`src/rtl/mfps_ram.sv`:
```
// Generic simple dual-port RAM: one write port, one registered read port.
// Depends on nothing; used for the byte store and the head metadata store.
module mfps_ram #(
    parameter int WIDTH = 8,
    parameter int DEPTH = 16
) (
    input  logic                     i_clk,
    input  logic                     i_we,
    input  logic [$clog2(DEPTH)-1:0] i_waddr,
    input  logic [WIDTH-1:0]         i_wdata,
    input  logic                     i_re,
    input  logic [$clog2(DEPTH)-1:0] i_raddr,
    output logic [WIDTH-1:0]         o_rdata
);

    logic [WIDTH-1:0] r_mem [DEPTH];
    logic [WIDTH-1:0] r_rdata;

    always_ff @(posedge i_clk) begin
        if (i_we) begin
            r_mem[i_waddr] <= i_wdata;
        end
        // hold read data while no read is issued
        if (i_re) begin
            r_rdata <= r_mem[i_raddr];
        end
    end

    assign o_rdata = r_rdata;

endmodule

```
`config.mk`:
```
export PLATFORM = sky130hd
export DESIGN_NAME = mfps_ram
export DESIGN_NICKNAME = d
export VERILOG_FILES = /design/src/rtl/mfps_ram.sv
export SDC_FILE = /design/constraint.sdc
export NUM_CORES = 1
export LEC_CHECK = 0
export BUFFER_PORTS_ARGS = -buffer_cell sky130_fd_sc_hd__buf_4
export CORE_MARGIN = 3
export CORE_UTILIZATION = 50
export DETAILED_ROUTE_END_ITERATION = 8
export MAX_ROUTING_LAYER = met4
export PLACE_DENSITY = 0.77
export SYNTH_ARGS = -nofsm -noshare
export SYNTH_HDL_FRONTEND = slang
export SYNTH_SLANG_ARGS = --single-unit
```
`constraint.sdc`:
```
create_clock -name i_clk -period 1.4 [get_ports i_clk]
set_input_delay 0.07 -clock i_clk [delete_from_list [all_inputs] [get_ports i_clk]]
set_output_delay 0.07 -clock i_clk [all_outputs]
set_load 0.01 [all_outputs]
```
# After elaboration in Yosys (flattened, before gate mapping)
# Memory sizes are Yosys's and may differ from the RTL's. A register that Yosys moved wholly into a read port is not among the register bits.
# Index checks and enable logic that the tools add are counted.
# totals
ff_bits	0
mem_bits_rw	128
output_inout_bits	8
elab_cells	3
mem_count	1
# memory_table
memory	words	width	rd	rd_clocked_by_memory_dff	write_ports	line_no	source
r_mem	16	8	1	1	1	16	logic [WIDTH-1:0] r_mem [DEPTH];
# op_classes
n_mux	2
# op_table
cell	count
1-bit two-way mux	2

# Depth between registers and ports, before layout
# logic_depth
depth_word	2
mapped_depth	5

# Worst setup path after synthesis
# No wires, ideal clock.
# synth_timing
path_kind	input-to-reg
startpoint	in i_waddr[2]
endpoint	mem r_mem[0][0], enable pin
arrival_ns	1.180
t_required_ns	1.017
slack_ns	-0.163
stages	2
cell_sequence	or3b_2 nor3_1
# synth_rtl
item	line_no	source
start, declared	9	input logic [$clog2(DEPTH)-1:0] i_waddr,
end, declared	16	
# Straight into the memory's write port.

==> results.md <==
* Status: finished, violations left
* Violated checks: negative setup slack
* Power per Cell Area at 1500 nW/um^2
* Final GP Congestion at 0.743
* Post-synthesis register bit count at 136
* Final core utilization at 64.9%
* Synth cell types at 18
* Worst hold margin at 0.0929 ns
* CORE AREA at 9950 sq um
* IO buf count at 26
* Final Instance Count excl. Fillers at 447
* Final Setup Violations at 4
* Num CTS Buffers at 17
* Final ANT Viol Nets at 0
* Placed Instances at 407
* Main flop type after synthesis: edfxtp_1
* Critical Path RT at 1.65 ns
* Die area at 11700 sq um
* Total power at 9690 uW
* DRT iter0 DRCs at 257
* Core Rows at 36
* Kind of critical path: reg2reg
* Average wire per standard cell at 23.7 microns
* Mapped Cells at 229
* Mean Syn Cell Area at 22.8 sq um
* VDD IR max at 0.000933 V
* Synth warn at 0
* P_leak at 0.00218 uW
* Vias in the first global route at 2672
* Postcts setup bufs at 0
* Nature of the critical path endpoint: register
* Hold Path Class: in2reg
* Initial core utilization at 52.5%
* Antenna violations before repair at 0
* Vias/cell at 5.74
* Die X at 108 microns
* Fin nets at 321
* Final min period at 1.49 ns
* Period utilization at 106%
* Cell Area, Synth at 5230 sq um
* Slew Limit Fails at 0
* Layout cells sized above 1 at 38.5%
* Top post-synthesis cells by count: edfxtp_1, mux4_2, a22oi_1
* Sequential fraction of the synthesis area at 78.1%
* Startpoint Class: register
* CTS H-Tree Depth at 4
* CTS tree: done
* Slew HR at 42.2%
* Most frequent cell after synthesis: edfxtp_1
* Crit path DAT at 1.73 ns
* First-pass GRT wire length at 16.2 mm
* Yosys top cell area share at 78.1%
* Largest net degree at the start of global routing at 17
* EDFF count, synth at 136
* Grt total ovfl at 0
* Routed via count at 2564
* Max cap viols at 0
* Drt first pass iters at 4
* Post-route setup slack at -0.0874 ns
* Clock buffer depth at 2
* GRT Total Usage at 20.7%
* Drt total wl at 10.6 mm
* Number of remaining DRC errors at 0
* Syn Nets at 248
* Worst Tran Pin Value at 0.864 ns
* Clk sinks at 136
* Top post-synthesis cells by area: edfxtp_1, mux4_2, mux4_1
* Post-Route Skew at 0.00678 ns
* CTS root buf: clkbuf_8
* Chip height at 108 microns
* Post-synth top area cell: edfxtp_1
* Antenna cell count at 0
* Max FO, Critical Path at 1
* Worst-path clk slew at 0.06 ns
* Final hold violation count at 0
* Number of I/O pins at 27
* Fmax at 672 MHz
* Setup TNS at -0.145 ns
* P&R area growth vs syn at 23.6%
* DP HPWL at 6.31 mm
* Skew-Pair Late Insertion Delay at 0.51 ns
* RSZ-0062 raised after global routing: yes
* Asr flop ratio synth at 0%
## metal layers
metal	vias up	global-route usage [%]	share of wire [%]
met1	1308	27.5	42
met5	-	-	0
met3	22	5.19	6.2
met2	113	31.4	50
li1	1121	-	-
met4	0	8.21	1.6
## power breakdown
part,leakage [uW],switching [uW],total (uW),internal [uW]
combinational,0.000654,268,520,252
sequential,0.00124,29.9,4620,4590
clock,0.000291,1510,4550,3030
## cells in the final DEF, fill, tap and decap left out, drive strengths merged
cell type / instances
a22oi: 16
and2: 1
and2b: 1
buf: 55
bufinv: 5
clkbuf: 20
clkinv: 5
clkinvlp: 1
dlygate4sd3: 9
edfxtp: 136
mux4: 32
nand2: 9
nand2b: 2
nand3: 1
nand3b: 2
nor2: 13
nor2b: 1
nor3: 4
or3b: 1
## critical path: stages, from the launching register on
cell	delay [ns]
edfxtp_1	0.37
mux4_2	0.50
a22oi_2	0.25
nand2_2	0.12
## what timing repair did
action	in CTS	in global routing
setup endpoints to repair	8	8
hold buffers	9	0
gates resized for setup	12	9
endpoints found under the hold margin	136	0
pin swaps	6	6
## flip-flops by register name (all words and copies together) (netlist names)
register  count
r_mem       128
o_rdata       8
## cell families after synthesis
group | count (synthesis) | share of synthesized area [%]
mux | 32 | 14.8
compound gates | 16 | 2.30
buf+inv | 10 | 1.65
simple gates | 35 | 3.14
flops | 136 | 78.1
## cell type report
type,instances,area [sq um]
tap,133,166
timing repair buffer,64,528
fill,656,3490
clock buffer,20,425
clock inverter,11,179
multi-input combinational,83,1080
sequential,136,4080
## worst paths after layout
check	endpoint	depth (start not counted)	slack (ns)	from
setup / recovery	o_rdata[6]	3	-0.09	r_mem[11][6]
hold / removal	r_mem[0][1]	3	0.09	i_waddr[0]
setup reg to reg	o_rdata[6]	3	-0.09	r_mem[11][6]
hold reg to reg	o_rdata[1]	3	0.73	r_mem[4][1]
## stage by stage
| step | worst slack (ns) | instance area [sq um] |
|---|---|---|
| after detailed placement | -0.223 | 5750 |
| after global routing | -0.108 | 6460 |
| after CTS | -0.0653 | 6450 |
| after global placement | -0.189 | 5750 |
| final | -0.0874 | 6460 |
| after floorplan | 0.0476 | 5230 |
No activity file was read; power rests on OpenSTA's default activity.
