===== src/rtl/mfps_pkg.sv =====
// Shared types and codes for the message FIFO with resume offset.
// No dependencies; every other file in rtl/ but mfps_ram imports this package.
package mfps_pkg;

    localparam int QUEUE_DEPTH_DEF   = 8;
    localparam int MESSAGE_BYTES_DEF = 1024;
    localparam int STAT_W            = 32;
    localparam int COUNT_W           = 16;

    typedef logic [2:0] t_action;
    localparam t_action ACT_PUSH = 3'd0;
    localparam t_action ACT_READ = 3'd1;
    localparam t_action ACT_POP  = 3'd2;
    localparam t_action ACT_ADV  = 3'd3;
    localparam t_action ACT_DROP = 3'd4;

    typedef logic [2:0] t_status;
    localparam t_status ST_OK    = 3'd0;
    localparam t_status ST_EMPTY = 3'd1;
    localparam t_status ST_FULL  = 3'd2;
    localparam t_status ST_LARGE = 3'd3;
    localparam t_status ST_RANGE = 3'd4;

    typedef enum logic [1:0] {
        DISC_NONE,
        DISC_LARGE,
        DISC_FULL
    } t_disc;

    typedef enum logic [2:0] {
        S_IDLE,
        S_EXEC,
        S_NEXT,
        S_BYTE,
        S_OUT
    } t_state;

    typedef struct packed {
        logic pushed;
        logic popped;
        logic dropped;
        logic partial;
    } t_stat_inc;

endpackage


===== src/rtl/mfps_stats.sv =====
// Four 32-bit wrapping statistics counters (pushed, popped, dropped, partial).
// Depends on mfps_pkg for the increment struct.
module mfps_stats (
    input  logic                             i_clk,
    input  logic                             i_rst_n,
    input  mfps_pkg::t_stat_inc              i_inc,
    output logic [mfps_pkg::STAT_W-1:0]      o_pushed,
    output logic [mfps_pkg::STAT_W-1:0]      o_popped,
    output logic [mfps_pkg::STAT_W-1:0]      o_dropped,
    output logic [mfps_pkg::STAT_W-1:0]      o_partial
);
    import mfps_pkg::*;

    logic [STAT_W-1:0] r_pushed, n_pushed;
    logic [STAT_W-1:0] r_popped, n_popped;
    logic [STAT_W-1:0] r_dropped, n_dropped;
    logic [STAT_W-1:0] r_partial, n_partial;

    always_comb begin
        n_pushed  = r_pushed  + STAT_W'(i_inc.pushed);
        n_popped  = r_popped  + STAT_W'(i_inc.popped);
        n_dropped = r_dropped + STAT_W'(i_inc.dropped);
        n_partial = r_partial + STAT_W'(i_inc.partial);
    end

    always_ff @(posedge i_clk) begin
        if (!i_rst_n) begin
            r_pushed  <= '0;
            r_popped  <= '0;
            r_dropped <= '0;
            r_partial <= '0;
        end else begin
            r_pushed  <= n_pushed;
            r_popped  <= n_popped;
            r_dropped <= n_dropped;
            r_partial <= n_partial;
        end
    end

    assign o_pushed  = r_pushed;
    assign o_popped  = r_popped;
    assign o_dropped = r_dropped;
    assign o_partial = r_partial;

endmodule


===== config.mk =====
export PLATFORM = sky130hd
export DESIGN_NAME = mfps_stats
export DESIGN_NICKNAME = d
export VERILOG_FILES = /design/src/rtl/mfps_pkg.sv /design/src/rtl/mfps_stats.sv
export SDC_FILE = /design/constraint.sdc
export NUM_CORES = 1
export LEC_CHECK = 0
export BUFFER_PORTS_ARGS = -buffer_cell sky130_fd_sc_hd__buf_2
export CAP_MARGIN = 30
export CORE_MARGIN = 5
export CORE_UTILIZATION = 30
export DETAILED_ROUTE_END_ITERATION = 8
export GPL_TIMING_DRIVEN = 0
export SYNTH_ARGS = -nofsm -noshare
export SYNTH_HDL_FRONTEND = slang
export SYNTH_SLANG_ARGS = --single-unit

===== constraint.sdc =====
create_clock -name i_clk -period 3.86 [get_ports i_clk]
set_input_delay 0.386 -clock i_clk [delete_from_list [all_inputs] [get_ports i_clk]]
set_output_delay 0.386 -clock i_clk [all_outputs]
set_load 0.005 [all_outputs]

**Yosys cells after proc, flatten, opt, wreduce, memory -nomap -nowiden**

Index checks and enable logic that the tools add are counted.

- Add/subtract/negate cells: 4
- Multiply operators: 0
- Divide/modulo/power cells: 0
- Magnitude comparators: 0
- Equality and inequality tests: 0
- Shift operators: 0
- Muxes and demuxes: 0
- Bitwise operators: 0
- Reductions and logical operators: 0

Operators with widths:

| operator | number |
|---|---|
| $add 32x1->32 | 4 |

- Bits in registers: 128
- Latch bits: 0
- RAM bits: 0
- Memory bits (read-only): 0
- Bits of input ports: 6
- Logic and storage cells: 8
- Memories: 0

**Depth between registers and ports, before layout**

- Word-level depth: 1
- Mapped depth: 7

**Least setup slack after synthesis**

OpenSTA, ideal clock, no wires.

- Path kind: input port to flip-flop
- Start: input port i_inc[0] (netlist name)
- End: register r_partial[24], in the netlist o_partial[24]
- Library setup time: 0.070 ns
- Data arrival time: 2.045 ns
- Required time: 3.790 ns
- Path slack: 1.745 ns
- Stages: 7
- Path buffers: 1
- Cell sequence: ha_1 -> ha_1 -> nand4_1 -> or3_1 -> clkbuf_1 -> or4_1 -> a21oi_1

- Cells in the longest elaborated chain, start to end: 1

RTL lines:

| element | line | RTL |
|---|---|---|
| start: declaration | mfps_stats.sv:6 | `input mfps_pkg::t_stat_inc i_inc,` |
| $add 32x1->32 | mfps_stats.sv:23 | `n_partial = r_partial + STAT_W'(i_inc.partial);` |
| end signal: assignment | mfps_stats.sv:36 | `r_partial <= n_partial;` |
| end: declaration | mfps_stats.sv:17 | `logic [STAT_W-1:0] r_partial, n_partial;` |

Every way passes these cells.
A chain may end at the register's enable or synchronous reset.

**Worst setup path after layout**

- Start: register r_popped[5], in the netlist o_popped[5]
- End: register r_popped[31], in the netlist o_popped[31]

- Cells in the longest elaborated chain, start to end: 1

RTL lines:

| element | line | RTL |
|---|---|---|
| start: declaration | mfps_stats.sv:15 | `logic [STAT_W-1:0] r_popped, n_popped;` |
| start signal: assignment | mfps_stats.sv:34 | `r_popped <= n_popped;` |
| $add 32x1->32 | mfps_stats.sv:21 | `n_popped = r_popped + STAT_W'(i_inc.popped);` |

Every way passes these cells.

==> results by stage <==
Pwr:
- The total power per unit cell area is slightly above 400 nW/um^2.
- Summed over all cells, the static leakage comes to ~2.9 nW.
- The worst-case IR drop observed on VDD is 0.2787 mV.
- The completed layout was analyzed and its total power is roughly 3.2 mW.

Logic synthesis:
- The Yosys step of the flow raised 0 warnings.
- The number of different library cells used by synthesis comes to 31.
- The average cell area after synthesis is 8.585 sq um.
- The synthesized flop and latch total is between 100 and 150.
- The share of async-settable or async-resettable flops after synthesis is 0.
- Of the synthesized area, sequential elements account for 0.4228.
- The netlist area before placement is 6061 sq um.
- In the synthesized netlist the dominant register cell turns out to be sky130_fd_sc_hd__dfxtp_1.
- The post-synthesis net count is a little over 700.
- The number of instances in the synthesized netlist is 706.
- In this run, synthesis inferred 0 flip-flops with an integrated enable.

GRT:
- The wire length of the first global-routing pass is 29.26 mm.
- Across every metal layer, demand over resource in global routing totals 0.1517.
- The number of global-route vias before repair is roughly 5600.
- Entering global routing, the biggest net connects 17 pins.
- The number of antenna violations at the first check in global routing is 0.
- The total overflow reported by the global router is 0.

Critical path:
- The critical path ends at o_popped[31]$_SDFF_PN0_.
- In this run the critical register-to-register path is launched from o_popped[5]$_SDFF_PN0_.
- The critical path class is register to register.
- Traced cell by cell, the critical path runs through and3_1 > clkbuf_1 > nand3_1 > clkbuf_1 > nor4_1 > mux2i_1.
- In this run the register-to-register setup slack is approximately 1.2 ns.
- The terminus of the critical flop-to-flop path is o_popped[31]$_SDFF_PN0_.
- The sort of element at the end of the critical path is a register.
- The biggest fanout along the worst timing path is 10.
- The library cell contributing the largest single delay on the critical path is sky130_fd_sc_hd__nor4_1.
- The most critical setup path has its startpoint at o_popped[5]$_SDFF_PN0_.
- The cell occurring most often along the worst timing path is sky130_fd_sc_hd__clkbuf_1.
- The required time reported for the critical path endpoint is 4.20 ns.
- The number of cells on the worst reg-to-reg path is 6.
- The worst stage delay on the critical path is 0.87 ns.
- The critical path arrival is 3.00 ns.
- The critical path launch point type is a register.

Clock tree:
- Clock tree synthesis inserted a total of 17 buffers.
- The CTS tree is done.
- The clock reaches the later pin of the worst-skew pair after 0.42 ns.
- CTS saw ~130 sinks.
- The H-tree depth reported by CTS is 4.
- The buffer type at the clock tree root is sky130_fd_sc_hd__clkbuf_16.
- The count of hold-fix buffers inserted at cts is 0.
- The number of setup buffers added after CTS is 0.
- The maximum count of clock buffers along a single path is 2.
- After clock tree synthesis, the repair step resized 0 gates.
- The clock transition at the registers of the reported paths is ~0.060 ns.

Route:
- The total routed wire length on the met1 layer is between 8 and 9 mm.
- After detailed routing, the average wire length per cell comes to around 16 microns.
- Summed over all nets, wire length on met2 after detailed routing comes to 7.749 mm.
- Summing over every cut layer, the via total after detailed routing is 5913.
- The via density per instance is between 5 and 6.
- Wires add up to 17.69 mm.
- Wire segments on met3 add up to roughly 1.1 mm in the final route.
- The first detailed-routing pass ran for 5 iterations.
- The number of DRC markers after the initial detailed-route iteration is 317.
- The count of nets left with antenna violations once routing finished came out at 0.
- In the routed design, unresolved DRC markers number 0.
- The detailed router used layers up to and including met4.

STA:
- Measured against its own limit, the worst slew margin works out to 0.3504.
- Setup repair after global routing left no endpoint under its margin.
- The post-route worst setup slack is 1.201 ns.
- Timing would allow up to 0.3760 GHz.
- The max-slew violation total from the final report was 0.
- The setup total negative slack is 0 ns.
- The slew at the pin with the worst max-slew slack is 0.9655 ns.
- Setup violations remaining at the end of the flow were counted as 0.
- The maximum clock skew at final layout is 0.009594 ns.
- The minimum clock period after layout is 2.659 ns.
- The number of hold violations in the final report is 0.
- Of the available clock period, the critical path in the final layout requires 0.6889.

Cells and area:
- The final core utilization is 0.3843.
- The area added between synthesis and finish is 27.06%.
- The final layout contains 876 nets.
- The fraction of layout instances using a drive strength above 1 is 0.1929.
- The filler cells instantiated in the layout total between 2000 and 2500.
- The total inserted antenna cells is 0.

Floorplanning:
- The floorplan step defined a die boundary enclosing 23150 sq um.
- The core area is 20040 sq um.
- The die is around 150 microns wide.
- The die is between 150 and 200 microns tall.
- The number of placed I/O pins is 134.
- The floorplan row count is 52.
- The initial cell density of the core is 0.3024.

Run:
- Across the run, the number of max-cap violations was 0.

Place:
- The global placer's final weighted congestion is between 0.7 and 0.8.
- The half-perimeter wire length of the detailed placement result is ~13 mm.
- The minimum setup slack after placement is ~1.2 ns.
- The count of input and output buffers is roughly 130.

Min path:
- The path category of the worst min-delay check is primary input to register.

Outcome:
- The run finished with clean final reports.
==> sequential cells by signal, indices dropped and copies added, names as in the netlist <==
register	count
o_popped	32
o_partial	32
o_dropped	32
o_pushed	32
==> worst min-delay path by stage <==
stage	startpoint	to	slack [ns]	cells after the start
floorplan	o_dropped[31]$_SDFF_PN0_	o_dropped[31]$_SDFF_PN0_	0.46	2
global placement	o_popped[31]$_SDFF_PN0_	o_popped[31]$_SDFF_PN0_	0.45	2
detailed placement	o_pushed[31]$_SDFF_PN0_	o_pushed[31]$_SDFF_PN0_	0.46	2
CTS	i_rst_n	o_dropped[26]$_SDFF_PN0_	0.27	3
global route	i_rst_n	o_dropped[26]$_SDFF_PN0_	0.29	3
finish	i_rst_n	o_dropped[26]$_SDFF_PN0_	0.29	3
==> cell type report <==
class | instances | area (sq um) | share of cell area
multi-input cells | 530 | 3308 | 0.4296
flip-flops and latches | 128 | 2562 | 0.3327
repair buffers | 133 | 665.6 | 0.08643
clock buffers | 20 | 456.7 | 0.05930
well taps | 270 | 337.8 | 0.04387
clock inverters | 12 | 180.2 | 0.02340
plain buffers | 34 | 137.6 | 0.01787
inverters | 14 | 52.55 | 0.006824
==> worst max-delay path: cells and delay by family, from the launching register on <==
family        cells  cell delay (ns)
flops             1             0.43
buf+inv           2             0.51
mux               1             0.26
simple gates      3             1.38
==> power breakdown <==
| group | internal (mW) | total [mW] | switching [mW] |
|---|---|---|---|
| clock network | 1.12 | 1.74 | 0.621 |
| logic | 0.0234 | 0.0716 | 0.0482 |
| registers | 1.33 | 1.34 | 0.00914 |
| total | 2.47 | 3.15 | 0.679 |
==> Yosys cell counts, types with 18 or more instances <==
| cell type | count | area share |
|---|---|---|
| sky130_fd_sc_hd__nor2_1 | 43 | 0.027 |
| sky130_fd_sc_hd__nor4_1 | 18 | 0.019 |
| sky130_fd_sc_hd__or4_1 | 38 | 0.047 |
| sky130_fd_sc_hd__o31ai_1 | 35 | 0.043 |
| sky130_fd_sc_hd__clkbuf_1 | 30 | 0.019 |
| sky130_fd_sc_hd__or3_1 | 28 | 0.029 |
| sky130_fd_sc_hd__nand4_1 | 44 | 0.045 |
| sky130_fd_sc_hd__a21oi_1 | 60 | 0.050 |
| sky130_fd_sc_hd__nand3_1 | 45 | 0.037 |
| sky130_fd_sc_hd__xor2_1 | 27 | 0.039 |
| sky130_fd_sc_hd__o21ai_0 | 25 | 0.021 |
| sky130_fd_sc_hd__dfxtp_1 | 128 | 0.42 |
| sky130_fd_sc_hd__nand2_1 | 49 | 0.030 |
==> stage by stage <==
stage | hold slack [ns] | cells | instance area, sq um
2_1_floorplan | 0.4591 | 706 | 6061
3_3_place_gp | 0.4508 | 1109 | 7064
3_5_place_dp | 0.4572 | 1109 | 7064
4_1_cts | 0.2726 | 1141 | 7701
5_1_grt | 0.2943 | 1141 | 7701
6_report | 0.2922 | 1141 | 7701
==> layer usage <==
metal	global-route usage	vias up
met2	0.2375	148
met4	0.04067	0
li1	-	2976
met3	0.05283	16
met1	0.2000	2773
met5	0	-
==> cell families (layout without fill, tap and decap cells) <==
logic type / count (synthesis) / after routing / share of synthesized area
compound gates: 130 / 130 / 0.1276
simple gates: 333 / 333 / 0.3115
xor+xnor: 43 / 43 / 0.06214
flops: 128 / 128 / 0.4228
buf+inv: 48 / 213 / 0.03138
mux: 12 / 12 / 0.01982
fa+ha+maj: 12 / 12 / 0.02477
==> cell usage in the layout (no fill, tap or decap), types with 14 or more instances in the layout <==
cell | synthesis | layout
sky130_fd_sc_hd__nor2_1 | 43 | 43
sky130_fd_sc_hd__a21oi_1 | 60 | 60
sky130_fd_sc_hd__xor2_1 | 27 | 27
sky130_fd_sc_hd__nand2_1 | 49 | 49
sky130_fd_sc_hd__nand2b_1 | 14 | 14
sky130_fd_sc_hd__and3_1 | 16 | 16
sky130_fd_sc_hd__or4_1 | 38 | 38
sky130_fd_sc_hd__o21ai_0 | 25 | 25
sky130_fd_sc_hd__or3_1 | 28 | 28
sky130_fd_sc_hd__nand3_1 | 45 | 45
sky130_fd_sc_hd__nand4_1 | 44 | 44
sky130_fd_sc_hd__xnor2_1 | 16 | 16
sky130_fd_sc_hd__o31ai_1 | 35 | 35
sky130_fd_sc_hd__clkbuf_16 | 0 | 17
sky130_fd_sc_hd__and2_1 | 17 | 17
sky130_fd_sc_hd__buf_2 | 1 | 134
sky130_fd_sc_hd__and4_1 | 17 | 17
sky130_fd_sc_hd__nor4_1 | 18 | 18
sky130_fd_sc_hd__inv_1 | 14 | 14
sky130_fd_sc_hd__clkbuf_1 | 30 | 31
sky130_fd_sc_hd__dfxtp_1 | 128 | 128
No activity file was read; power rests on OpenSTA's default activity.
