### src/rtl/mfps_pkg.sv
// Shared types and codes for the message FIFO with resume offset.
// No dependencies; every other file in rtl/ but mfps_ram imports this package.
package mfps_pkg;

    localparam int QUEUE_DEPTH_DEF   = 8;
    localparam int MESSAGE_BYTES_DEF = 1024;
    localparam int STAT_W            = 32;
    localparam int COUNT_W           = 16;

    typedef logic [2:0] t_action;
    localparam t_action ACT_PUSH = 3'd0;
    localparam t_action ACT_READ = 3'd1;
    localparam t_action ACT_POP  = 3'd2;
    localparam t_action ACT_ADV  = 3'd3;
    localparam t_action ACT_DROP = 3'd4;

    typedef logic [2:0] t_status;
    localparam t_status ST_OK    = 3'd0;
    localparam t_status ST_EMPTY = 3'd1;
    localparam t_status ST_FULL  = 3'd2;
    localparam t_status ST_LARGE = 3'd3;
    localparam t_status ST_RANGE = 3'd4;

    typedef enum logic [1:0] {
        DISC_NONE,
        DISC_LARGE,
        DISC_FULL
    } t_disc;

    typedef enum logic [2:0] {
        S_IDLE,
        S_EXEC,
        S_NEXT,
        S_BYTE,
        S_OUT
    } t_state;

    typedef struct packed {
        logic pushed;
        logic popped;
        logic dropped;
        logic partial;
    } t_stat_inc;

endpackage

### src/rtl/mfps_seq.sv
// Sequencer for the message ring: ring pointers, push assembly and the
// read-modify-write of head metadata. Depends on mfps_pkg; drives both RAMs.
module mfps_seq #(
    parameter int QUEUE_DEPTH   = mfps_pkg::QUEUE_DEPTH_DEF,
    parameter int MESSAGE_BYTES = mfps_pkg::MESSAGE_BYTES_DEF
) (
    input  logic                                     i_clk,
    input  logic                                     i_rst_n,
    input  logic                                     i_in_valid,
    output logic                                     o_in_stall,
    input  mfps_pkg::t_action                        i_action,
    input  logic [7:0]                               i_data_byte,
    input  logic                                     i_last_byte,
    input  logic [$clog2(MESSAGE_BYTES)-1:0]         i_read_index,
    input  logic [mfps_pkg::COUNT_W-1:0]             i_advance_count,
    output logic                                     o_meta_we,
    output logic [$clog2(QUEUE_DEPTH)-1:0]           o_meta_waddr,
    output logic [2*$clog2(MESSAGE_BYTES+1)-1:0]     o_meta_wdata,
    output logic                                     o_meta_re,
    output logic [$clog2(QUEUE_DEPTH)-1:0]           o_meta_raddr,
    input  logic [2*$clog2(MESSAGE_BYTES+1)-1:0]     i_meta_rdata,
    output logic                                     o_byte_we,
    output logic [$clog2(QUEUE_DEPTH*MESSAGE_BYTES)-1:0] o_byte_waddr,
    output logic [7:0]                               o_byte_wdata,
    output logic                                     o_byte_re,
    output logic [$clog2(QUEUE_DEPTH*MESSAGE_BYTES)-1:0] o_byte_raddr,
    input  logic [7:0]                               i_byte_rdata,
    output mfps_pkg::t_stat_inc                      o_stat_inc,
    input  logic                                     i_out_free,
    output logic                                     o_res_valid,
    output mfps_pkg::t_status                        o_res_status,
    output logic [7:0]                               o_res_read_byte,
    output logic [$clog2(MESSAGE_BYTES+1)-1:0]       o_res_remaining,
    output logic [$clog2(QUEUE_DEPTH+1)-1:0]         o_res_queued
);
    import mfps_pkg::*;

    localparam int PW = $clog2(QUEUE_DEPTH);
    localparam int CW = $clog2(QUEUE_DEPTH + 1);
    localparam int LW = $clog2(MESSAGE_BYTES + 1);
    localparam int IW = $clog2(MESSAGE_BYTES);
    localparam int AW = $clog2(QUEUE_DEPTH * MESSAGE_BYTES);

    t_state            r_state, n_state;
    t_action           r_action, n_action;
    logic [7:0]        r_data, n_data;
    logic              r_last, n_last;
    logic [IW-1:0]     r_index, n_index;
    logic [COUNT_W-1:0] r_count, n_count;
    logic [PW-1:0]     r_head, n_head;
    logic [PW-1:0]     r_tail, n_tail;
    logic [CW-1:0]     r_msgs, n_msgs;
    logic [LW-1:0]     r_fill, n_fill;
    t_disc             r_disc, n_disc;
    t_status           r_res_status, n_res_status;
    logic [7:0]        r_res_read_byte, n_res_read_byte;
    logic [LW-1:0]     r_res_remaining, n_res_remaining;
    logic [CW-1:0]     r_res_queued, n_res_queued;

    logic              accept;
    logic [LW-1:0]     len_h, off_h, rem_h, pos_h;
    logic              nonempty, is_full, fill_ok, read_ok, adv_done, take_head;
    t_disc             push_disc;
    logic [LW-1:0]     push_fill_n;
    logic [PW-1:0]     head_nxt, tail_nxt;
    logic [CW-1:0]     msgs_dec;

    assign accept = i_in_valid && !o_in_stall;

    // decisions taken in the execute cycle from the head metadata
    always_comb begin
        len_h    = i_meta_rdata[2*LW-1:LW];
        off_h    = i_meta_rdata[LW-1:0];
        rem_h    = len_h - off_h;
        pos_h    = off_h + LW'(r_index);
        nonempty = (r_msgs != '0);
        is_full  = (r_msgs == CW'(QUEUE_DEPTH));
        fill_ok  = (r_fill < LW'(MESSAGE_BYTES));
        read_ok  = (LW'(r_index) < rem_h);
        adv_done = (r_count >= COUNT_W'(rem_h));
        head_nxt = (r_head == PW'(QUEUE_DEPTH - 1)) ? '0 : r_head + PW'(1);
        tail_nxt = (r_tail == PW'(QUEUE_DEPTH - 1)) ? '0 : r_tail + PW'(1);
        msgs_dec = r_msgs - CW'(1);
        push_disc   = r_disc;
        push_fill_n = r_fill;
        if (!fill_ok) begin
            push_disc = DISC_LARGE;
        end else if (is_full) begin
            push_disc   = (r_disc == DISC_NONE) ? DISC_FULL : r_disc;
            push_fill_n = r_fill + LW'(1);
        end else begin
            push_fill_n = r_fill + LW'(1);
        end
        take_head = nonempty && ((r_action == ACT_POP) ||
                                 ((r_action == ACT_ADV) && adv_done) ||
                                 ((r_action == ACT_DROP) && (off_h != '0)));
    end

    // next state
    always_comb begin
        n_state = r_state;
        unique case (r_state)
            S_IDLE: begin
                if (accept) n_state = S_EXEC;
            end
            S_EXEC: begin
                if ((r_action == ACT_READ) && nonempty && read_ok) begin
                    n_state = S_BYTE;
                end else if (take_head && (msgs_dec != '0)) begin
                    n_state = S_NEXT;
                end else begin
                    n_state = S_OUT;
                end
            end
            S_NEXT:  n_state = S_OUT;
            S_BYTE:  n_state = S_OUT;
            S_OUT: begin
                if (i_out_free) n_state = S_IDLE;
            end
            default: n_state = S_IDLE;
        endcase
    end

    // outputs and datapath
    always_comb begin
        o_in_stall      = (r_state != S_IDLE);
        o_res_valid     = (r_state == S_OUT);
        o_meta_we       = 1'b0;
        o_meta_waddr    = r_tail;
        o_meta_wdata    = {push_fill_n, LW'(0)};
        o_meta_re       = 1'b0;
        o_meta_raddr    = r_head;
        o_byte_we       = 1'b0;
        o_byte_waddr    = AW'(r_tail) * AW'(MESSAGE_BYTES) + AW'(r_fill);
        o_byte_wdata    = r_data;
        o_byte_re       = 1'b0;
        o_byte_raddr    = AW'(r_head) * AW'(MESSAGE_BYTES) + AW'(pos_h);
        o_stat_inc      = '0;
        n_action        = r_action;
        n_data          = r_data;
        n_last          = r_last;
        n_index         = r_index;
        n_count         = r_count;
        n_head          = r_head;
        n_tail          = r_tail;
        n_msgs          = r_msgs;
        n_fill          = r_fill;
        n_disc          = r_disc;
        n_res_status    = r_res_status;
        n_res_read_byte = r_res_read_byte;
        n_res_remaining = r_res_remaining;
        n_res_queued    = r_res_queued;
        unique case (r_state)
            S_IDLE: begin
                // keep the head metadata fresh for the execute cycle
                o_meta_re = 1'b1;
                if (accept) begin
                    n_action = i_action;
                    n_data   = i_data_byte;
                    n_last   = i_last_byte;
                    n_index  = i_read_index;
                    n_count  = i_advance_count;
                end
            end
            S_EXEC: begin
                n_res_status    = ST_OK;
                n_res_read_byte = '0;
                n_res_remaining = nonempty ? rem_h : '0;
                unique case (r_action)
                    ACT_PUSH: begin
                        n_fill    = push_fill_n;
                        n_disc    = push_disc;
                        o_byte_we = fill_ok && !is_full;
                        if (r_last) begin
                            n_fill = '0;
                            n_disc = DISC_NONE;
                            if (push_disc == DISC_LARGE) begin
                                n_res_status       = ST_LARGE;
                                o_stat_inc.dropped = 1'b1;
                            end else if ((push_disc == DISC_FULL) || is_full) begin
                                n_res_status       = ST_FULL;
                                o_stat_inc.dropped = 1'b1;
                            end else begin
                                o_meta_we         = 1'b1;
                                n_tail            = tail_nxt;
                                n_msgs            = r_msgs + CW'(1);
                                o_stat_inc.pushed = 1'b1;
                                if (!nonempty) n_res_remaining = push_fill_n;
                            end
                        end
                    end
                    ACT_READ: begin
                        if (!nonempty) begin
                            n_res_status = ST_EMPTY;
                        end else if (!read_ok) begin
                            n_res_status = ST_RANGE;
                        end else begin
                            o_byte_re = 1'b1;
                        end
                    end
                    ACT_POP, ACT_ADV, ACT_DROP: begin
                        if (!nonempty) begin
                            n_res_status = ST_EMPTY;
                        end else if (take_head) begin
                            n_head          = head_nxt;
                            n_msgs          = msgs_dec;
                            n_res_remaining = '0;
                            o_meta_re       = (msgs_dec != '0);
                            o_meta_raddr    = head_nxt;
                            if (r_action == ACT_DROP) begin
                                o_stat_inc.dropped = 1'b1;
                            end else begin
                                o_stat_inc.popped = 1'b1;
                            end
                        end else if (r_action == ACT_ADV) begin
                            // short advance: move the resume offset
                            o_meta_we          = 1'b1;
                            o_meta_waddr       = r_head;
                            o_meta_wdata       = {len_h, off_h + LW'(r_count)};
                            o_stat_inc.partial = 1'b1;
                            n_res_remaining    = rem_h - LW'(r_count);
                        end
                    end
                    default: begin
                    end
                endcase
                n_res_queued = n_msgs;
            end
            S_NEXT: begin
                n_res_remaining = rem_h;
            end
            S_BYTE: begin
                n_res_read_byte = i_byte_rdata;
            end
            S_OUT: begin
            end
            default: begin
            end
        endcase
    end

    always_ff @(posedge i_clk) begin
        if (!i_rst_n) begin
            r_state <= S_IDLE;
            r_head  <= '0;
            r_tail  <= '0;
            r_msgs  <= '0;
            r_fill  <= '0;
            r_disc  <= DISC_NONE;
        end else begin
            r_state <= n_state;
            r_head  <= n_head;
            r_tail  <= n_tail;
            r_msgs  <= n_msgs;
            r_fill  <= n_fill;
            r_disc  <= n_disc;
        end
    end

    always_ff @(posedge i_clk) begin
        r_action        <= n_action;
        r_data          <= n_data;
        r_last          <= n_last;
        r_index         <= n_index;
        r_count         <= n_count;
        r_res_status    <= n_res_status;
        r_res_read_byte <= n_res_read_byte;
        r_res_remaining <= n_res_remaining;
        r_res_queued    <= n_res_queued;
    end

    assign o_res_status    = r_res_status;
    assign o_res_read_byte = r_res_read_byte;
    assign o_res_remaining = r_res_remaining;
    assign o_res_queued    = r_res_queued;

endmodule

### config.mk
export PLATFORM = sky130hd
export DESIGN_NAME = mfps_seq
export DESIGN_NICKNAME = d
export VERILOG_FILES = /design/src/rtl/mfps_pkg.sv /design/src/rtl/mfps_seq.sv
export SDC_FILE = /design/constraint.sdc
export NUM_CORES = 1
export LEC_CHECK = 0
export ABC_AREA = 1
export BUFFER_PORTS_ARGS = -buffer_cell sky130_fd_sc_hd__clkbuf_2
export CAP_MARGIN = 20
export CORE_AREA = 2 2 121 123
export DETAILED_ROUTE_END_ITERATION = 12
export DIE_AREA = 0 0 123 125
export HOLD_SLACK_MARGIN = 0.03
export PLACE_DENSITY = 0.77
export SKIP_CTS_REPAIR_TIMING = 1
export SYNTH_ARGS = -nofsm -noshare
export SYNTH_HDL_FRONTEND = slang
export SYNTH_SLANG_ARGS = --single-unit
### constraint.sdc
create_clock -name i_clk -period 6.65 [get_ports i_clk]
set_input_delay 1.33 -clock i_clk [delete_from_list [all_inputs] [get_ports i_clk]]
set_output_delay 1.33 -clock i_clk [all_outputs]
set_load 0.05 [all_outputs]
-- Yosys cells after proc, flatten, opt, wreduce, memory -nomap -nowiden
Cells that the tools add are included.
- memory bits (read-only): 0
- input bits: 72
- bits in latches: 0
- bits in registers: 90
- logic and storage cells: 155
- memory bits (writable): 0
- memories kept: 0
- multiplexer cells: 81
- divide/modulo/power cells: 0
- multiply operators: 0
- $add $sub $neg: 11
- bitwise operators: 2
- equal/unequal tests: 15
- shifts and indexed selects: 0
- order comparisons: 3
- reductions and logical operators: 28
- operators by type and width (cell ; count):
    2-to-1 mux 11 bit ; 10
    2-to-1 mux 22 bit ; 5
    2-to-1 mux 3 bit ; 18
    case mux 11 bit (2 select lines) ; 2
    adder 13 x 11 -> 13 bit ; 2
    2-to-1 mux 1 bit ; 25
    2-to-1 mux 4 bit ; 6
    subtractor 11 bit ; 2
    >= comparator 16 x 11 -> 1 bit ; 1
    2-to-1 mux 2 bit ; 8
    case mux 8 bit (2 select lines) ; 1
    == test 3 x 2 -> 1 bit (second input constant) ; 4
    == test 3 bit (second input constant) ; 4
    case mux 3 bit (4 select lines) ; 1
    adder 11 x 1 -> 11 bit (second input constant) ; 1
    adder 11 x 10 -> 11 bit ; 1
    adder 11 bit ; 1
    less-than comparator 10 x 11 -> 1 bit ; 1
    less-than comparator 11 bit (second input constant) ; 1
    nonzero test 11 bit ; 1
    case mux 3 bit (3 select lines) ; 1
    logical AND 1 bit ; 8
    case mux 4 bit (2 select lines) ; 1
    nonzero test 4 bit ; 2
    other kinds (20) ; 33

-- Longest topological paths before layout
- word-level depth: 11
- gate-level depth with buffers: 27
- mapped depth without buffers: 26

-- Worst setup path before layout
Ideal clock, no wire load.
- path kind: input to output
- start point: input port i_meta_rdata[4]
- end point: output port o_meta_wdata[5]
- cell stages on the path: 22
- path slack: 0.366 ns
- data arrival time: 4.954 ns
- cell sequence: inv_1 > ha_1 > inv_1 > nor3_1 > nand2_1 > nand3_1 > inv_2 > o21bai_2 > xor2_2 > inv_1 > ha_1 > a21oi_1 > o21a_1 > nand2_1 > nand2_1 > nand2_1 > nand2_2 > nand2_2 > inv_2 > nand2_4 > buf_4 > nor3b_1
- word-level cells in the longest chain between the ends: 10
- elaborated cells on any way between the ends: 14
- ends and longest elaborated chain (what ; RTL line ; RTL):
    start: declaration ; mfps_seq.sv:21 ; input logic [2*$clog2(MESSAGE_BYTES+1)-1:0] i_meta_rdata,
    subtractor 11 bit ; mfps_seq.sv:74 ; rem_h = len_h - off_h;
    >= comparator 16 x 11 -> 1 bit ; mfps_seq.sv:80 ; adv_done = (r_count >= COUNT_W'(rem_h));
    logical AND 1 bit ; mfps_seq.sv:95 ; ((r_action == ACT_ADV) && adv_done) ||
    logical OR 1 bit ; mfps_seq.sv:94 ; take_head = nonempty && ((r_action == ACT_POP) ||
    logical OR 1 bit ; mfps_seq.sv:95 ;
    logical AND 1 bit ; mfps_seq.sv:94 ;
    2-to-1 mux 22 bit (*) ; mfps_seq.sv:204 ; end else if (take_head) begin
    2-to-1 mux 22 bit (*) ; mfps_seq.sv:202 ; if (!nonempty) begin
    2-to-1 mux 22 bit (*) ; mfps_seq.sv:169 ; unique case (r_action)
    2-to-1 mux 22 bit (*) ; mfps_seq.sv:153 ; unique case (r_state)
    end: declaration ; mfps_seq.sv:18 ; output logic [2*$clog2(MESSAGE_BYTES+1)-1:0] o_meta_wdata,
Mark *: on every way between the ends. The rest lies on a longest branch, timed or not.

-- Worst setup path after layout
- start point: input port i_meta_rdata[4]
- end point: output port o_meta_wdata[10]
The elaborated chain is that of the path after synthesis.

==> results.yml <==
setup_path:
  r2r-start: "r_state[0]$_SDFFE_PN0P_"
  worst-setup-path-type: "in -> out"
  cp.arrival_ns: 5.00
  cp_data_required_time_ns: 5.32
  r2r_cells: 9
  worst-path-max-fanout: 36
  regToRegSetupSlack_ns: 3.90
  r2r_end: "r_fill[5]$_SDFFE_PN0P_"
  endpoint_kind: "output port"
  start_kind: "input port"
sta:
  layout_min_cycle_time_ns: 6.33
  finalHoldViolCount: 0
  setup_viol: 0
  maxSlewViolCount: 0
  final.setup.tns_ns: 0
  max-slew-margin-rel_pct: 36.0
  finalCritPeriodShare_pct: 95.2
  fin_skew_ns: 0.0124
  worst_pin_slew_ns: 0.956
  fmax_mhz: 158
  rsz0062_at_grt: "false"
  worst_hold_slack_ns: 0.473
die:
  row_count: 44
  dieArea_um2: 15400
  core-area_um2: 14200
  initial_core_util_pct: 50.7
  die_h_um: 125
  dieWidth_um: 123
  io_pins: 170
global_routing:
  grt_pass1_vias: 6485
  grt_start_max_net_pins: 39
  grt_overflow_total: 0
  grt_pass1_wl_um: 32200
  antenna_found_initial: 0
  grt_use_total_pct: 26.9
final_layout:
  syn_to_final_growth_pct: 18.1
  final_nets: 1259
  diodes: 0
  layout-drive-gt1-share_pct: 21.3
routing:
  detail-route-antenna-nets: 0
  drt_iter0_markers: 562
  wire_per_inst_um: 15.4
  firstDrtPassIters: 5
  via_per_inst: 5.36
  wl_um: 20100
  drc: 0
  num_vias: 6971
hold_path:
  hold_path_class: "reg -> reg"
  hold_path_startpoint: "r_disc[0]$_SDFFE_PN0P_"
  worstHoldEndpoint: "r_disc[0]$_SDFFE_PN0P_"
  hold_depth: 2
synthesis:
  synth_ff_type: "edfxtp_1"
  yosysUniqueCellTypes: 52
  synthCells: 950
  syn_area_per_cell_um2: 7.58
  async_flop_share_pct: 0
  ys_seq_elements: 90
  seq_area_frac_synth_pct: 33.9
  synth_fp_nets: 1098
  synth_area_um2: 7200
  synth_edf_count: 64
  ys_warn_count: 0
placement:
  place_hpwl_um: 16000
  globalplace.congestion: 0.955
  io_buffers: 169
cts:
  numClockSinks: 90
  clock_path_buffers: 2
  cts_tree: "yes"
  h-tree-depth: 3
  cts_buffers: 9
  worstSkewPairLatency_ns: 0.36
  clkTransAtPathRegs_ns: 0.07
  root_buffer: "clkbuf_16"
pwr:
  p_leak_nw: 4.40
  powerDensity_nw_per_um2: 293
  ir_worst_vdd_mv: 0.158
  finalPower_mw: 2.49
run:
  drv_cap: 0
outcome:
  status: "finished clean"
layout make-up:
class	instances	area, um2
clock inverter	7	98.8
tap	184	230
fill	1323	5700
multi-input combinational	680	4030
clock buffer	9	225
inverter	158	594
sequential	90	2440
timing repair buffer	172	883
cell families after synthesis:
family                   after synthesis  synth area share [%]
AND/OR/NAND/NOR                      415                  25.5
multiplexers                           1                 0.139
adder cells (fa/ha/maj)               76                  13.6
AO/OA/AOI/OAI                        156                  12.5
buffers and inverters                180                  10.3
XOR/XNOR                              32                  4.00
flip-flops                            90                  33.9
critical path, cell delays in order:
cell and delay (ns):
clkbuf_2 0.12, inv_1 0.07, ha_1 0.35, inv_1 0.07, nor3_1 0.29, nand2_1 0.09
nand3_1 0.13, inv_2 0.05, o21bai_2 0.15, xor2_2 0.25, inv_1 0.10, ha_1 0.36
a21oi_1 0.18, o21a_1 0.14, nand2_1 0.06, nand2_1 0.06, nand2_1 0.06, nand2_2 0.08
nand2_2 0.06, inv_2 0.13, nand2_8 0.17, inv_2 0.20, o21ai_1 0.09, a21oi_1 0.12
clkbuf_2 0.29
report_power, final:
part           switching, mW  internal [mW]  leakage [nW]  total [mW]
sequential            0.0519          0.711         0.821       0.763
clock                  0.232          0.332         0.158       0.564
combinational          0.848          0.319          3.42        1.17
total                   1.13           1.36          4.40        2.49
through the flow:
step / setup slack [ns] / utilization, % / instances / area, um2
4_1_cts: 0.301 / 59.7 / 1299 / 8480
3_5_place_dp: 0.305 / 57.4 / 1283 / 8150
2_1_floorplan: 0.366 / - / 950 / 7200
3_3_place_gp: 0.411 / 57.4 / 1283 / 8150
5_1_grt: 0.00130 / 59.9 / 1300 / 8510
6_report: 0.319 / 59.9 / 1300 / 8510
layer usage:
| layer | share of wire [%] | up-vias | track usage [%] |
|---|---|---|---|
| met5 | 0 | - | 0 |
| met4 | 2.3 | 0 | 8.96 |
| met3 | 6.9 | 36 | 4.20 |
| met2 | 46 | 271 | 43.4 |
| met1 | 45 | 3196 | 36.8 |
| li1 | - | 3468 | - |
how the worst max path moves through the flow:
stage	start	endpoint	slack [ns]	depth (start not counted)
after CTS	i_meta_rdata[3]	o_meta_wdata[9]	0.30	25
after global placement	i_meta_rdata[3]	o_meta_wdata[9]	0.41	25
after floorplan	i_meta_rdata[4]	o_meta_wdata[5]	0.37	22
after detailed placement	i_meta_rdata[1]	o_meta_wdata[9]	0.31	25
final	i_meta_rdata[4]	o_meta_wdata[10]	0.32	25
after global routing	i_meta_rdata[3]	o_meta_wdata[10]	0.001	25
synthesized netlist by cell type (all sizes together), types with 11 or more instances:
master  number  area [um2]
a21oi       67         335
buf         18         133
dfxtp       26         521
edfxtp      64        1920
ha          72         901
inv        155         582
nand2      217         845
nand3       61         310
nand4       11        68.8
nor2        98         437
nor3        20         116
o21ai       47         239
xor2        25         226
placed cells by master (no fill, tap or decap), types with 11 or more instances in the layout:
master	count
a21oi_1	67
clkbuf_2	168
dfxtp_1	26
edfxtp_1	64
ha_1	72
inv_1	137
inv_2	18
nand2_1	209
nand3_1	60
nand4_1	11
nor2_1	83
nor3_1	18
o21ai_0	25
o21ai_1	21
xor2_1	24
registers in the layout, summed over array words and instances, names as in the netlist, 4 cells and up:
name             flops
r_fill              11
r_msgs               4
r_count             16
o_res_read_byte      8
r_index             10
o_res_remaining     11
o_byte_wdata         8
o_res_queued         4
No activity file was read; power rests on OpenSTA's default activity.
